### config.mk
export PLATFORM = sky130hd
export DESIGN_NAME = adaptive_job_size_controller
export DESIGN_NICKNAME = d
export VERILOG_FILES = /design/src/rtl/ajsc_pkg.sv /design/src/rtl/ajsc_div.sv /design/src/rtl/ajsc_mul.sv /design/src/rtl/adaptive_job_size_controller.sv
export SDC_FILE = /design/constraint.sdc
export NUM_CORES = 2
export LEC_CHECK = 0
export ABC_AREA = 0
export BUFFER_PORTS_ARGS = -buffer_cell sky130_fd_sc_hd__buf_2
export CAP_MARGIN = 20
export CORE_UTILIZATION = 42
export CTS_CLUSTER_DIAMETER = 80
export DETAILED_ROUTE_END_ITERATION = 12
export GPL_ROUTABILITY_DRIVEN = 0
export GPL_TIMING_DRIVEN = 0
export PLACE_DENSITY = 0.68
export SLEW_MARGIN = 20
export SYNTH_ARGS = -nofsm -noshare
export SYNTH_HDL_FRONTEND = slang
export SYNTH_SLANG_ARGS = --single-unit
### constraint.sdc
create_clock -name i_clk -period 10.3 [get_ports i_clk]
set_input_delay 0 -clock i_clk [delete_from_list [all_inputs] [get_ports i_clk]]
set_output_delay 0 -clock i_clk [all_outputs]
set_load 0.03 [all_outputs]
### src/rtl/ajsc_pkg.sv
// shared types and constants for the adaptive job size controller
// no dependencies
package ajsc_pkg;

    localparam int unsigned TimeW   = 40;
    localparam int unsigned WeightW = 48;
    localparam int unsigned TotalW  = 64;
    localparam int unsigned CountW  = 32;
    localparam int unsigned RatioW  = 16;
    localparam int unsigned BoostW  = 12;
    localparam int unsigned CfgIdxW = 3;
    localparam int unsigned ProdW   = TotalW + TimeW;

    localparam logic [CfgIdxW-1:0] CFG_MIN_EXEC = 3'd0;
    localparam logic [CfgIdxW-1:0] CFG_MAX_EXEC = 3'd1;
    localparam logic [CfgIdxW-1:0] CFG_RATIO    = 3'd2;
    localparam logic [CfgIdxW-1:0] CFG_BOOST    = 3'd3;
    localparam logic [CfgIdxW-1:0] CFG_INIT_W   = 3'd4;

    localparam logic [TimeW-1:0]   RST_MIN_EXEC = 40'd60000000;
    localparam logic [TimeW-1:0]   RST_MAX_EXEC = 40'd600000000;
    localparam logic [RatioW-1:0]  RST_RATIO    = 16'd5120;
    localparam logic [BoostW-1:0]  RST_BOOST    = 12'd512;
    localparam logic [WeightW-1:0] RST_INIT_W   = 48'd268435456;

    localparam logic [TimeW-1:0]   PER_BYTE_CAP = 40'd1000000000000;
    localparam logic [TimeW-1:0]   CAP_IDEAL_MAX = 40'd281;
    localparam logic [WeightW-1:0] WEIGHT_MAX = {WeightW{1'b1}};

    localparam logic [6:0] MEAN_ITERS  = 7'd64;
    localparam logic [6:0] QUOT_ITERS  = 7'd48;
    localparam logic [5:0] RATIO_ITERS = 6'd16;
    localparam logic [5:0] SCALE_ITERS = 6'd40;

    typedef struct packed {
        logic       start;
        logic [6:0] iters;
    } t_div_cmd;

    typedef struct packed {
        logic       start;
        logic [5:0] iters;
    } t_mul_cmd;

    typedef enum logic [3:0] {
        S_IDLE,
        S_ACC,
        S_MEAN_GO,
        S_MEAN_WAIT,
        S_RATIO_GO,
        S_RATIO_WAIT,
        S_CLAMP,
        S_SCALE_GO,
        S_SCALE_WAIT,
        S_QUOT_GO,
        S_QUOT_WAIT,
        S_LIMIT,
        S_DONE
    } t_state;

endpackage

### src/rtl/ajsc_div.sv
// bit-serial restoring divider, one quotient bit per cycle
// depends on ajsc_pkg
module ajsc_div (
    input  logic              i_clk,
    input  logic              i_rst_n,
    input  ajsc_pkg::t_div_cmd i_cmd,
    input  logic [63:0]       i_rem_init,
    input  logic [63:0]       i_dividend,
    input  logic [63:0]       i_divisor,
    output logic              o_done,
    output logic [63:0]       o_quot
);

    logic [63:0] r_rem, r_dvd, r_dsr, r_quot;
    logic [6:0]  r_cnt;
    logic        r_done;
    logic [64:0] w_trial;
    logic [64:0] w_diff;
    logic        w_ge;

    assign w_trial = {r_rem, r_dvd[63]};
    assign w_diff  = w_trial - {1'b0, r_dsr};
    assign w_ge    = w_trial >= {1'b0, r_dsr};

    always_ff @(posedge i_clk) begin
        if (!i_rst_n) begin
            r_cnt  <= '0;
            r_done <= 1'b0;
        end else if (i_cmd.start) begin
            r_cnt  <= i_cmd.iters;
            r_done <= 1'b0;
        end else begin
            r_done <= (r_cnt == 7'd1);
            if (r_cnt != '0) begin
                r_cnt <= r_cnt - 7'd1;
            end
        end
    end

    always_ff @(posedge i_clk) begin
        if (i_cmd.start) begin
            r_rem  <= i_rem_init;
            r_dvd  <= i_dividend;
            r_dsr  <= i_divisor;
            r_quot <= '0;
        end else if (r_cnt != '0) begin
            r_rem  <= w_ge ? w_diff[63:0] : w_trial[63:0];
            r_dvd  <= {r_dvd[62:0], 1'b0};
            r_quot <= {r_quot[62:0], w_ge};
        end
    end

    assign o_done = r_done;
    assign o_quot = r_quot;

endmodule

### src/rtl/ajsc_mul.sv
// bit-serial shift-add multiplier, one multiplier bit per cycle
// depends on ajsc_pkg
module ajsc_mul (
    input  logic               i_clk,
    input  logic               i_rst_n,
    input  ajsc_pkg::t_mul_cmd i_cmd,
    input  logic [63:0]        i_mcand,
    input  logic [39:0]        i_mplier,
    output logic               o_done,
    output logic [103:0]       o_prod
);

    logic [63:0] r_hi, r_mcand;
    logic [39:0] r_lo;
    logic [5:0]  r_cnt;
    logic        r_done;
    logic [64:0] w_sum;

    assign w_sum = {1'b0, r_hi} + (r_lo[0] ? {1'b0, r_mcand} : 65'd0);

    always_ff @(posedge i_clk) begin
        if (!i_rst_n) begin
            r_cnt  <= '0;
            r_done <= 1'b0;
        end else if (i_cmd.start) begin
            r_cnt  <= i_cmd.iters;
            r_done <= 1'b0;
        end else begin
            r_done <= (r_cnt == 6'd1);
            if (r_cnt != '0) begin
                r_cnt <= r_cnt - 6'd1;
            end
        end
    end

    always_ff @(posedge i_clk) begin
        if (i_cmd.start) begin
            r_hi    <= '0;
            r_lo    <= i_mplier;
            r_mcand <= i_mcand;
        end else if (r_cnt != '0) begin
            r_hi <= w_sum[64:1];
            r_lo <= {w_sum[0], r_lo[39:1]};
        end
    end

    assign o_done = r_done;
    assign o_prod = {r_hi, r_lo};

endmodule

### src/rtl/adaptive_job_size_controller.sv
// channel  | dir | tdata (lsb first)                               | tuser
// s_axis   | in  | job_bytes, prepare_time, download_time, exec    | abandoned
// m_axis   | out | weight_per_job                                  | -
// a report with samples runs the mean divide, the ratio and scale serial multiplies
// and the weight divide in turn; the next report is accepted once the controller is
// back in idle
// an abandoned report or one with no samples yet goes from accumulate straight to
// done; synchronous active-low reset
// a finished result waits in the output register and stalls the input until free
// depends on ajsc_pkg, ajsc_div, ajsc_mul
module adaptive_job_size_controller (
    input  logic         i_clk,
    input  logic         i_rst_n,
    input  logic         s_axis_tvalid,
    output logic         s_axis_tready,
    input  logic [167:0] s_axis_tdata,  // job_bytes, prepare, download, exec
    input  logic [0:0]   s_axis_tuser,  // abandoned
    output logic         m_axis_tvalid,
    input  logic         m_axis_tready,
    output logic [47:0]  m_axis_tdata,  // weight_per_job
    input  logic         i_cfg_we,
    input  logic [2:0]   i_cfg_idx,
    input  logic [47:0]  i_cfg_data
);

    ajsc_pkg::t_state   r_state, n_state;
    ajsc_pkg::t_div_cmd w_div_cmd;
    ajsc_pkg::t_mul_cmd w_mul_cmd;

    logic [39:0]  r_min_exec, r_max_exec;
    logic [15:0]  r_ratio;
    logic [11:0]  r_boost;
    logic [31:0]  r_count;
    logic [63:0]  r_tot_prep, r_tot_exec, r_tot_data;
    logic [47:0]  r_weight;
    logic         r_ab;
    logic [47:0]  r_in_data;
    logic [39:0]  r_in_prep, r_in_down, r_in_exec;
    logic [63:0]  r_mean;
    logic [39:0]  r_ideal;
    logic [47:0]  r_cap, r_upper;
    logic         r_sat;
    logic         r_out_valid;
    logic [47:0]  r_out_data;

    logic         w_sample;
    logic [39:0]  w_net;
    logic [31:0]  w_count_next;
    logic [64:0]  w_add_prep, w_add_exec, w_add_data;
    logic         w_div_done, w_mul_done;
    logic [63:0]  w_quot;
    logic [103:0] w_prod;
    logic [63:0]  w_div_rem, w_div_dvd, w_div_dsr;
    logic [63:0]  w_mul_mcand;
    logic [39:0]  w_mul_mplier;
    logic [79:0]  w_ratio_prod;
    logic [55:0]  w_ideal_raw, w_ideal_lo;
    logic [55:0]  w_ideal_cl;
    logic [47:0]  w_cap_full;
    logic [59:0]  w_boosted;
    logic [47:0]  w_q, w_w1, w_w2, w_w3;

    assign w_net    = r_in_prep - r_in_down;
    assign w_sample = !r_ab && (r_in_data != '0) && (r_in_prep > r_in_down)
                      && (r_in_exec != '0);
    assign w_count_next = (w_sample && r_count != '1) ? r_count + 32'd1 : r_count;
    assign w_add_prep = {1'b0, r_tot_prep} + {25'd0, w_net};
    assign w_add_exec = {1'b0, r_tot_exec} + {25'd0, r_in_exec};
    assign w_add_data = {1'b0, r_tot_data} + {17'd0, r_in_data};

    // divider and multiplier operand selection
    always_comb begin
        if (r_state == ajsc_pkg::S_MEAN_GO) begin
            w_div_rem = '0;
            w_div_dvd = r_tot_prep;
            w_div_dsr = {32'd0, r_count};
        end else begin
            w_div_rem = {8'd0, w_prod[103:48]};
            w_div_dvd = {w_prod[47:0], 16'd0};
            w_div_dsr = r_tot_exec;
        end
        if (r_state == ajsc_pkg::S_RATIO_GO) begin
            w_mul_mcand  = r_mean;
            w_mul_mplier = {24'd0, r_ratio};
        end else begin
            w_mul_mcand  = r_tot_data;
            w_mul_mplier = r_ideal;
        end
    end

    ajsc_div u_div (
        .i_clk      (i_clk),
        .i_rst_n    (i_rst_n),
        .i_cmd      (w_div_cmd),
        .i_rem_init (w_div_rem),
        .i_dividend (w_div_dvd),
        .i_divisor  (w_div_dsr),
        .o_done     (w_div_done),
        .o_quot     (w_quot)
    );

    ajsc_mul u_mul (
        .i_clk    (i_clk),
        .i_rst_n  (i_rst_n),
        .i_cmd    (w_mul_cmd),
        .i_mcand  (w_mul_mcand),
        .i_mplier (w_mul_mplier),
        .o_done   (w_mul_done),
        .o_prod   (w_prod)
    );

    // ideal exec time clamp
    assign w_ratio_prod = {w_prod[103:40], w_prod[39:24]};
    assign w_ideal_raw  = (w_ratio_prod[79:64] != '0) ? '1 : w_ratio_prod[63:8];
    assign w_ideal_lo   = (w_ideal_raw < {16'd0, r_min_exec}) ? {16'd0, r_min_exec}
                                                              : w_ideal_raw;
    assign w_ideal_cl   = (w_ideal_lo > {16'd0, r_max_exec}) ? {16'd0, r_max_exec}
                                                             : w_ideal_lo;

    // cap only matters while the ideal time is at most 281, which fits in 9 bits
    assign w_cap_full = {39'd0, r_ideal[8:0]} * {8'd0, ajsc_pkg::PER_BYTE_CAP};
    assign w_boosted  = {12'd0, r_weight} * {48'd0, r_boost};

    // final weight limits
    assign w_q  = r_sat ? ajsc_pkg::WEIGHT_MAX : w_quot[47:0];
    assign w_w1 = (w_q < r_cap) ? w_q : r_cap;
    assign w_w2 = (w_w1 > r_upper) ? r_upper : w_w1;
    assign w_w3 = (w_w2 < r_weight) ? r_weight : w_w2;

    always_comb begin
        n_state = r_state;
        unique case (r_state)
            ajsc_pkg::S_IDLE:       if (s_axis_tvalid) n_state = ajsc_pkg::S_ACC;
            ajsc_pkg::S_ACC: begin
                if (r_ab || w_count_next == '0) begin
                    n_state = ajsc_pkg::S_DONE;
                end else begin
                    n_state = ajsc_pkg::S_MEAN_GO;
                end
            end
            ajsc_pkg::S_MEAN_GO:    n_state = ajsc_pkg::S_MEAN_WAIT;
            ajsc_pkg::S_MEAN_WAIT:  if (w_div_done) n_state = ajsc_pkg::S_RATIO_GO;
            ajsc_pkg::S_RATIO_GO:   n_state = ajsc_pkg::S_RATIO_WAIT;
            ajsc_pkg::S_RATIO_WAIT: if (w_mul_done) n_state = ajsc_pkg::S_CLAMP;
            ajsc_pkg::S_CLAMP:      n_state = ajsc_pkg::S_SCALE_GO;
            ajsc_pkg::S_SCALE_GO:   n_state = ajsc_pkg::S_SCALE_WAIT;
            ajsc_pkg::S_SCALE_WAIT: if (w_mul_done) n_state = ajsc_pkg::S_QUOT_GO;
            ajsc_pkg::S_QUOT_GO:    n_state = ajsc_pkg::S_QUOT_WAIT;
            ajsc_pkg::S_QUOT_WAIT:  if (w_div_done) n_state = ajsc_pkg::S_LIMIT;
            ajsc_pkg::S_LIMIT:      n_state = ajsc_pkg::S_DONE;
            ajsc_pkg::S_DONE: begin
                if (!r_out_valid || m_axis_tready) n_state = ajsc_pkg::S_IDLE;
            end
            default:                n_state = ajsc_pkg::S_IDLE;
        endcase
    end

    always_comb begin
        w_div_cmd.start = 1'b0;
        w_div_cmd.iters = ajsc_pkg::MEAN_ITERS;
        w_mul_cmd.start = 1'b0;
        w_mul_cmd.iters = ajsc_pkg::RATIO_ITERS;
        unique case (r_state)
            ajsc_pkg::S_MEAN_GO:  w_div_cmd.start = 1'b1;
            ajsc_pkg::S_QUOT_GO: begin
                w_div_cmd.start = 1'b1;
                w_div_cmd.iters = ajsc_pkg::QUOT_ITERS;
            end
            ajsc_pkg::S_RATIO_GO: w_mul_cmd.start = 1'b1;
            ajsc_pkg::S_SCALE_GO: begin
                w_mul_cmd.start = 1'b1;
                w_mul_cmd.iters = ajsc_pkg::SCALE_ITERS;
            end
            default: ;
        endcase
    end

    always_ff @(posedge i_clk) begin
        if (!i_rst_n) begin
            r_state     <= ajsc_pkg::S_IDLE;
            r_min_exec  <= ajsc_pkg::RST_MIN_EXEC;
            r_max_exec  <= ajsc_pkg::RST_MAX_EXEC;
            r_ratio     <= ajsc_pkg::RST_RATIO;
            r_boost     <= ajsc_pkg::RST_BOOST;
            r_weight    <= ajsc_pkg::RST_INIT_W;
            r_count     <= '0;
            r_tot_prep  <= '0;
            r_tot_exec  <= '0;
            r_tot_data  <= '0;
            r_out_valid <= 1'b0;
        end else begin
            r_state <= n_state;
            if (i_cfg_we) begin
                unique case (i_cfg_idx)
                    ajsc_pkg::CFG_MIN_EXEC: r_min_exec <= i_cfg_data[39:0];
                    ajsc_pkg::CFG_MAX_EXEC: r_max_exec <= i_cfg_data[39:0];
                    ajsc_pkg::CFG_RATIO:    r_ratio    <= i_cfg_data[15:0];
                    ajsc_pkg::CFG_BOOST:    r_boost    <= i_cfg_data[11:0];
                    ajsc_pkg::CFG_INIT_W:   r_weight   <= i_cfg_data;
                    default: ;
                endcase
            end
            if (r_state == ajsc_pkg::S_ACC && w_sample) begin
                r_count    <= w_count_next;
                r_tot_prep <= w_add_prep[64] ? '1 : w_add_prep[63:0];
                r_tot_exec <= w_add_exec[64] ? '1 : w_add_exec[63:0];
                r_tot_data <= w_add_data[64] ? '1 : w_add_data[63:0];
            end
            if (r_state == ajsc_pkg::S_LIMIT) begin
                r_weight <= w_w3;
            end
            if (r_state == ajsc_pkg::S_DONE && n_state == ajsc_pkg::S_IDLE) begin
                r_out_valid <= 1'b1;
            end else if (m_axis_tready) begin
                r_out_valid <= 1'b0;
            end
        end
    end

    always_ff @(posedge i_clk) begin
        if (r_state == ajsc_pkg::S_IDLE && s_axis_tvalid) begin
            r_ab      <= s_axis_tuser[0];
            r_in_data <= s_axis_tdata[47:0];
            r_in_prep <= s_axis_tdata[87:48];
            r_in_down <= s_axis_tdata[127:88];
            r_in_exec <= s_axis_tdata[167:128];
        end
        if (r_state == ajsc_pkg::S_MEAN_WAIT && w_div_done) begin
            r_mean <= w_quot;
        end
        if (r_state == ajsc_pkg::S_CLAMP) begin
            r_ideal <= w_ideal_cl[39:0];
        end
        if (r_state == ajsc_pkg::S_QUOT_GO) begin
            r_sat   <= {8'd0, w_prod[103:48]} >= r_tot_exec;
            r_cap   <= (r_ideal > ajsc_pkg::CAP_IDEAL_MAX) ? ajsc_pkg::WEIGHT_MAX
                                                           : w_cap_full;
            r_upper <= (w_boosted[59:56] != '0) ? ajsc_pkg::WEIGHT_MAX
                                                : w_boosted[55:8];
        end
        if (r_state == ajsc_pkg::S_DONE && n_state == ajsc_pkg::S_IDLE) begin
            r_out_data <= r_weight;
        end
    end

    assign s_axis_tready = (r_state == ajsc_pkg::S_IDLE);
    assign m_axis_tvalid = r_out_valid;
    assign m_axis_tdata  = r_out_data;

    a_accept_to_acc: assert property (@(posedge i_clk) disable iff (!i_rst_n)
        s_axis_tvalid && s_axis_tready |=> r_state == ajsc_pkg::S_ACC)
        else $error("accepted report did not enter accumulate");

    a_weight_grows: assert property (@(posedge i_clk) disable iff (!i_rst_n)
        r_state == ajsc_pkg::S_LIMIT |=> r_weight >= $past(r_weight))
        else $error("weight shrank on update");

    a_result_after_done: assert property (@(posedge i_clk) disable iff (!i_rst_n)
        $rose(r_out_valid) |-> $past(r_state) == ajsc_pkg::S_DONE)
        else $error("result raised outside done state");

endmodule
# == Word level (Yosys, flattened, before mapping) ==
# Cells that the tools add are included.
# op_classes
magnitude_cmp,9
n_mul,2
n_bitwise,1
n_addsub,9
muxes,46
n_eq_ne,20
n_reduce_logical,36
# op_table
operator,count
64-bit two-way mux,11
48-bit two-way mux,7
56-bit two-way mux,3
40-bit two-way mux,4
64-bit by 40-bit adder with 65-bit output,2
48-bit < comparator,2
64-bit by 48-bit adder with 65-bit output,1
64-bit by 65-bit adder with 65-bit output,1
65-bit by 64-bit greater-or-equal comparator with 1-bit output,1
56-bit by 64-bit greater-or-equal comparator with 1-bit output,1
32-bit two-way mux,2
64-bit subtractor,1
48-bit by 12-bit multiplier with 60-bit output,1
56-bit by 40-bit greater-than comparator with 1-bit output,1
56-bit by 40-bit < comparator with 1-bit output,1
4-bit one-hot mux with 13 select lines,1
48-bit greater-than comparator,1
48-bit nonzero test,1
40-bit greater-than comparator,1
40-bit by 9-bit greater-than comparator with 1-bit output (second input constant),1
40-bit nonzero test,1
40-bit subtractor,1
9-bit by 28-bit multiplier with 36-bit output (second input constant),1
32-bit by 1-bit adder with 32-bit output (second input constant),1
other kinds (33),75
# word_totals
ff_bits,1242
output_inout_bits,50
wordCells,158
in_bits,225

# == Longest topological paths before layout ==
# depth
depth_word,13
ltp_mapped,44
mapped_depth_nobuf,37

# == By module ==
# Synthesis repeated with hierarchy kept, for this count alone.
# unflattened
hier_cells,9927
hier_area_um2,93284.5
# modules_own_cells
mod,instances,seq_area_each_um2,cells_each,area_per_inst_um2
adaptive_job_size_controller,1,19929.1,7331,67961.4
ajsc_div,1,7206.9,1511,14895.5
ajsc_mul,1,4544.4,1085,10427.5

# == Worst setup path before layout ==
# No wires, ideal clock.
# synth_timing
kind,flip-flop to flip-flop
startpoint,register r_state[3]
endpoint,"register r_mean[0], enable pin"
setup_ns,0.666
required_ns,9.634
path_stages_with_launch,4
period_less_slack_ns,8.045
n_path_buf,2
arrival_ns,7.379
setup_slack_ns,2.255
cell_sequence,dfxtp_1 clkbuf_1 buf_1 nor4b_1
# synth_between
elab_chain_len,2
# synth_lines
element,line_no,source
from (decl),adaptive_job_size_controller.sv:26,"ajsc_pkg::t_state r_state, n_state;"
from (signal assigned),adaptive_job_size_controller.sv:180,r_state <= ajsc_pkg::S_IDLE;
from (signal assigned),adaptive_job_size_controller.sv:192,r_state <= n_state;
4-bit by 2-bit equality test with 1-bit output,adaptive_job_size_controller.sv:228,if (r_state == ajsc_pkg::S_MEAN_WAIT && w_div_done) begin
1-bit logical AND,adaptive_job_size_controller.sv:228,
to (signal assigned),adaptive_job_size_controller.sv:229,r_mean <= w_quot;
to (decl),adaptive_job_size_controller.sv:39,logic [63:0] r_mean;
# No other way between the ends.
# A chain may end at the register's enable or synchronous reset.

# == Worst setup path after layout ==
# layout_timing
startpoint,register r_sat
endpoint,register r_weight[40]
# layout_between
elab_chain_len,8
word_cells_on_any_way,10
cone_classes,order compare: 3; eq/ne: 1; mux: 5; reduce/logical: 1
# layout_lines
element,line_no,source
from (decl),adaptive_job_size_controller.sv:42,logic r_sat;
from (signal assigned),adaptive_job_size_controller.sv:235,"r_sat <= {8'd0, w_prod[103:48]} >= r_tot_exec;"
48-bit two-way mux (*),adaptive_job_size_controller.sv:125,assign w_q = r_sat ? ajsc_pkg::WEIGHT_MAX : w_quot[47:0];
48-bit < comparator,adaptive_job_size_controller.sv:126,assign w_w1 = (w_q < r_cap) ? w_q : r_cap;
48-bit two-way mux (*),adaptive_job_size_controller.sv:126,
48-bit greater-than comparator,adaptive_job_size_controller.sv:127,assign w_w2 = (w_w1 > r_upper) ? r_upper : w_w1;
48-bit two-way mux (*),adaptive_job_size_controller.sv:127,
48-bit < comparator,adaptive_job_size_controller.sv:128,assign w_w3 = (w_w2 < r_weight) ? r_weight : w_w2;
2-bit inequality test (no source line),n/a,
3-bit AND reduction (no source line),n/a,
to (signal assigned),adaptive_job_size_controller.sv:185,r_weight <= ajsc_pkg::RST_INIT_W;
to (signal assigned),adaptive_job_size_controller.sv:199,ajsc_pkg::CFG_INIT_W: r_weight <= i_cfg_data;
to (signal assigned),adaptive_job_size_controller.sv:210,r_weight <= w_w3;
to (decl),adaptive_job_size_controller.sv:35,logic [47:0] r_weight;
# Mark *: on every way between the ends. The rest lies on a longest branch, timed or not. The select of a mux whose other input is x is not followed.

==> out/metrics.cfg <==
[status]
status = complete, no violations

[setup_path]
timing.critical_path.required_ns = 11.04
cpPeakStageDelay_ns = 0.49
rr_endpoint = r_weight[40]$_SDFFE_PN0P_
timing.critical_path.mode_cell = a21o_1
timing.critical_path.to = r_weight[40]$_SDFFE_PN0P_
timing.critical_path.arrival_ns = 10.70
r2r.worst_path.cells = 40
critical-path-slowest-cell = edfxtp_1
endpoint_kind = flip-flop
reg2reg_from = r_sat$_DFFE_PP_
worst-setup-path-type = flip-flop to flip-flop
start_kind = flip-flop
worst-path-max-fanout = 10
reg2reg_slack_ns = 0.33
worst_setup_path_startpoint = r_sat$_DFFE_PP_

[clock_tree]
clk_root_buffer_cell = clkbuf_16
cts_tree = yes
post_cts_buffers = 0
cts_inserted_buffers = 147
clk_latency_ns = 0.83
cts-root-to-sink-buffers = 3
clock_sink_count = 1231
clkTransAtPathRegs_ns = 0.06
cts-htree-levels = 4

[route]
routed_wirelength_um = 316000
final_antenna_violating_net_count = 0
dr_wl_cell_um = 23.1
drt-vias-per-instance = 5.81
remaining_drc_errors = 0
via_count = 79500
detailedRoute.firstPassIterationCount = 7
drt_iter0_drc = 8170

[finish]
fin_cells = 13700
num-nets-final = 12200
mostFrequentLayoutCells = 1,404 x nand2_1, 938 x inv_1, 763 x ha_1, 707 x a21oi_1, 703 x edfxtp_1
post_route_cells_drive_above_1_share = 0.0897
mostFrequentLayoutCell = nand2_1
post_synthesis_to_final_layout_area_growth_pct = 15.9

[placed_design]
placed_cells = 13000
dpl.hpwl_um = 243000
io_buffers = 274
preCtsSetupSlack_ns = -0.816

[grt]
first_pass_grt_wire_length_um = 469000
grt_start_max_net_pins = 60
grt.overflow.total = 0
grt_antenna_before_repair = 28
grt_usage = 0.282
globalRouteMet2Util = 0.444
use_met1 = 0.348
top_usage_layer = met2
grt_pass1_vias = 78400
use_met3 = 0.0628

[synth]
ys_types = 104
number_of_flops_mapped_to_enable_cells_by_yosys = 703
yosysSeqAreaShare = 0.347
synthXorXnorAreaFrac = 0.0379
synth.area.mux_share = 0.0273
synth_fa_ha_area_frac = 0.217
postSynth.topFlopCell = edfxtp_1
synth_compound_gate_area_share = 0.157
yosysWarnings = 0
synth.net_count = 11300
netlist_instances = 9838
ys_ff_latch = 1231
postSynthAreaPerCell_um2 = 9.28
asyncSetResetFlopFracSynth = 0
syn-cell-area_um2 = 91300
largest_family_of_logic_cells_by_synthesized_area = adder cells
synthSimpleGateAreaFrac = 0.155

[power_and_ir_drop]
vdd.ir_drop.worst_uv = 212
pwr_density_cell_nw_per_um2 = 206
cellLeakagePower_nw = 46.1

[hold_path]
holdCritPathClass = input pin to flip-flop

[timing]
fin_worst_skew_ns = 0.0580
unrepaired_setup_endpoints_after_global_routing = no
final.setup.tns_ns = 0
finalMaxSlewViolations = 0
fin_ws_ns = 0.333
post-route-period-util = 0.968
worst_hold_margin_ns = 0.0670
report.final.hold_viol_count = 0
setup-violations-final = 0
final_period_minus_worst_setup_slack_ns = 9.97
max_clock_freq_mhz = 100
max-slew-margin-rel = 0.182
worst-slew-pin-transition_ns = 1.23

[floorplan]
boundaryPins = 275
fp.dieW_um = 468
starting_density = 0.424
core_area_um2 = 215000
fp-row-count = 170
design.die.area_um2 = 219000
chipHeight_um = 468

[flow_run]
maxCapViolCount = 0

final cells by class:
| class | count | area (µm²) |
|---|---|---|
| diodes | 18 | 45.0 |
| plain buffers | 463 | 1850 |
| clock buffers | 191 | 4110 |
| clock inverters | 85 | 796 |
| fillers | 19500 | 109000 |
| inverters | 942 | 3540 |
| multi-input cells | 7202 | 54400 |
| flip-flops and latches | 1231 | 31700 |
| well taps | 2838 | 3550 |
| repair buffers | 702 | 5860 |
flip-flops by register name (all words and copies together) (netlist names), 48 cells and up:
name and count:
u_div.r_rem 64, r_tot_exec 64, u_mul.r_hi 64, u_div.r_dvd 64, r_tot_prep 64, r_tot_data 64
r_in_data 48, m_axis_tdata 48, u_div.o_quot 64, r_weight 48, r_mean 64, r_upper 48
u_mul.r_mcand 64, u_div.r_dsr 64
per-layer routing:
| metal | part of all wire | wire [µm] |
|---|---|---|
| met3 | 0.097 | 30600 |
| met1 | 0.39 | 122000 |
| met2 | 0.44 | 140000 |
| met4 | 0.074 | 23300 |
| met5 | 0.00015 | 46 |
where the power goes:
group / leakage, nW / internal (mW) / switching, mW
sequential: 10.9 / 6.51 / 0.990
combinational: 32.7 / 3.47 / 5.49
clock: 2.39 / 3.02 / 2.32
total: 46.1 / 13.0 / 8.79
worst min path at each step:
stage,start,to,slack (ns),cells after the start
3_5_place_dp,s_axis_tdata[10],r_in_data[10]$_DFFE_PP_,0.18,1
5_1_grt,i_cfg_data[18],r_max_exec[18]$_SDFFE_PN0P_,0.06,4
2_1_floorplan,s_axis_tuser,r_ab$_DFFE_PP_,0.1,0
3_3_place_gp,s_axis_tdata[88],r_in_down[0]$_DFFE_PP_,0.18,1
6_report,i_cfg_data[41],r_weight[41]$_SDFFE_PN0P_,0.07,4
4_1_cts,i_cfg_data[41],r_weight[41]$_SDFFE_PN0P_,0.02,4
worst max-delay path, delay by kind of cell, from the launching register on:
| kind | cells | cell delay, ns |
|---|---|---|
| AO/OA/AOI/OAI | 23 | 4.68 |
| flip-flops | 1 | 0.49 |
| AND/OR/NAND/NOR | 6 | 1.19 |
| buffers and inverters | 7 | 2.07 |
| multiplexers | 1 | 0.35 |
| adder cells (fa/ha/maj) | 3 | 1.09 |
synth_stat cells, types with 12 or more instances:
master / count / area, µm²
edfxtp_1: 703 / 21100
clkbuf_1: 389 / 1460
o31ai_1: 65 / 488
mux2_2: 192 / 2160
a221o_1: 12 / 120
nand2b_1: 68 / 425
and4_1: 21 / 184
nand2_1: 1405 / 5270
o21a_1: 70 / 526
o21ai_1: 20 / 100
a211o_1: 19 / 166
a221oi_1: 42 / 368
o22ai_1: 12 / 75.1
and3_1: 80 / 500
and2_1: 264 / 1650
o21ai_0: 465 / 2330
nor2b_1: 79 / 494
xor2_1: 170 / 1490
xnor2_1: 225 / 1970
buf_1: 36 / 135
nor4_1: 66 / 413
o211ai_1: 61 / 458
nand3_1: 174 / 871
a311oi_1: 12 / 105
inv_1: 939 / 3520
or3_1: 48 / 300
o21bai_1: 63 / 473
buf_2: 29 / 145
fa_1: 512 / 10200
a21oi_1: 707 / 3540
dfxtp_1: 528 / 10600
a21boi_0: 14 / 105
a22o_1: 45 / 394
a31oi_1: 137 / 857
or2_2: 97 / 607
nor2_1: 468 / 1760
nor3_1: 112 / 561
a21o_1: 308 / 2310
o31a_1: 14 / 123
mux2i_1: 33 / 330
a211oi_1: 62 / 465
nand4_1: 134 / 838
ha_1: 763 / 9550
kinds of logic (layout without fill, tap and decap cells):
| logic type | count (synthesis) | in the layout |
|---|---|---|
| other | 0 | 18 |
| AND/OR/NAND/NOR | 3053 | 3053 |
| multiplexers | 225 | 225 |
| AO/OA/AOI/OAI | 2254 | 2254 |
| adder cells (fa/ha/maj) | 1275 | 1275 |
| XOR/XNOR | 395 | 395 |
| flip-flops | 1231 | 1231 |
| buffers and inverters | 1405 | 2383 |
through the flow:
stage	util	instance area [µm²]	total power, mW
final	0.492	106000	21.8
after global routing	0.491	106000	22.8
after CTS	0.491	106000	21.5
after detailed placement	0.450	96800	16.0
after global placement	0.447	96200	15.8
after floorplan	-	91300	13.3
timing repair:
| action | in CTS | in global routing |
|---|---|---|
| setup endpoints to repair | 48 | 48 |
| resized for setup | 10 | 18 |
| endpoints found under the hold margin | 378 | 0 |
| hold buffers | 396 | 0 |
Power figures use the tool's default switching activity.
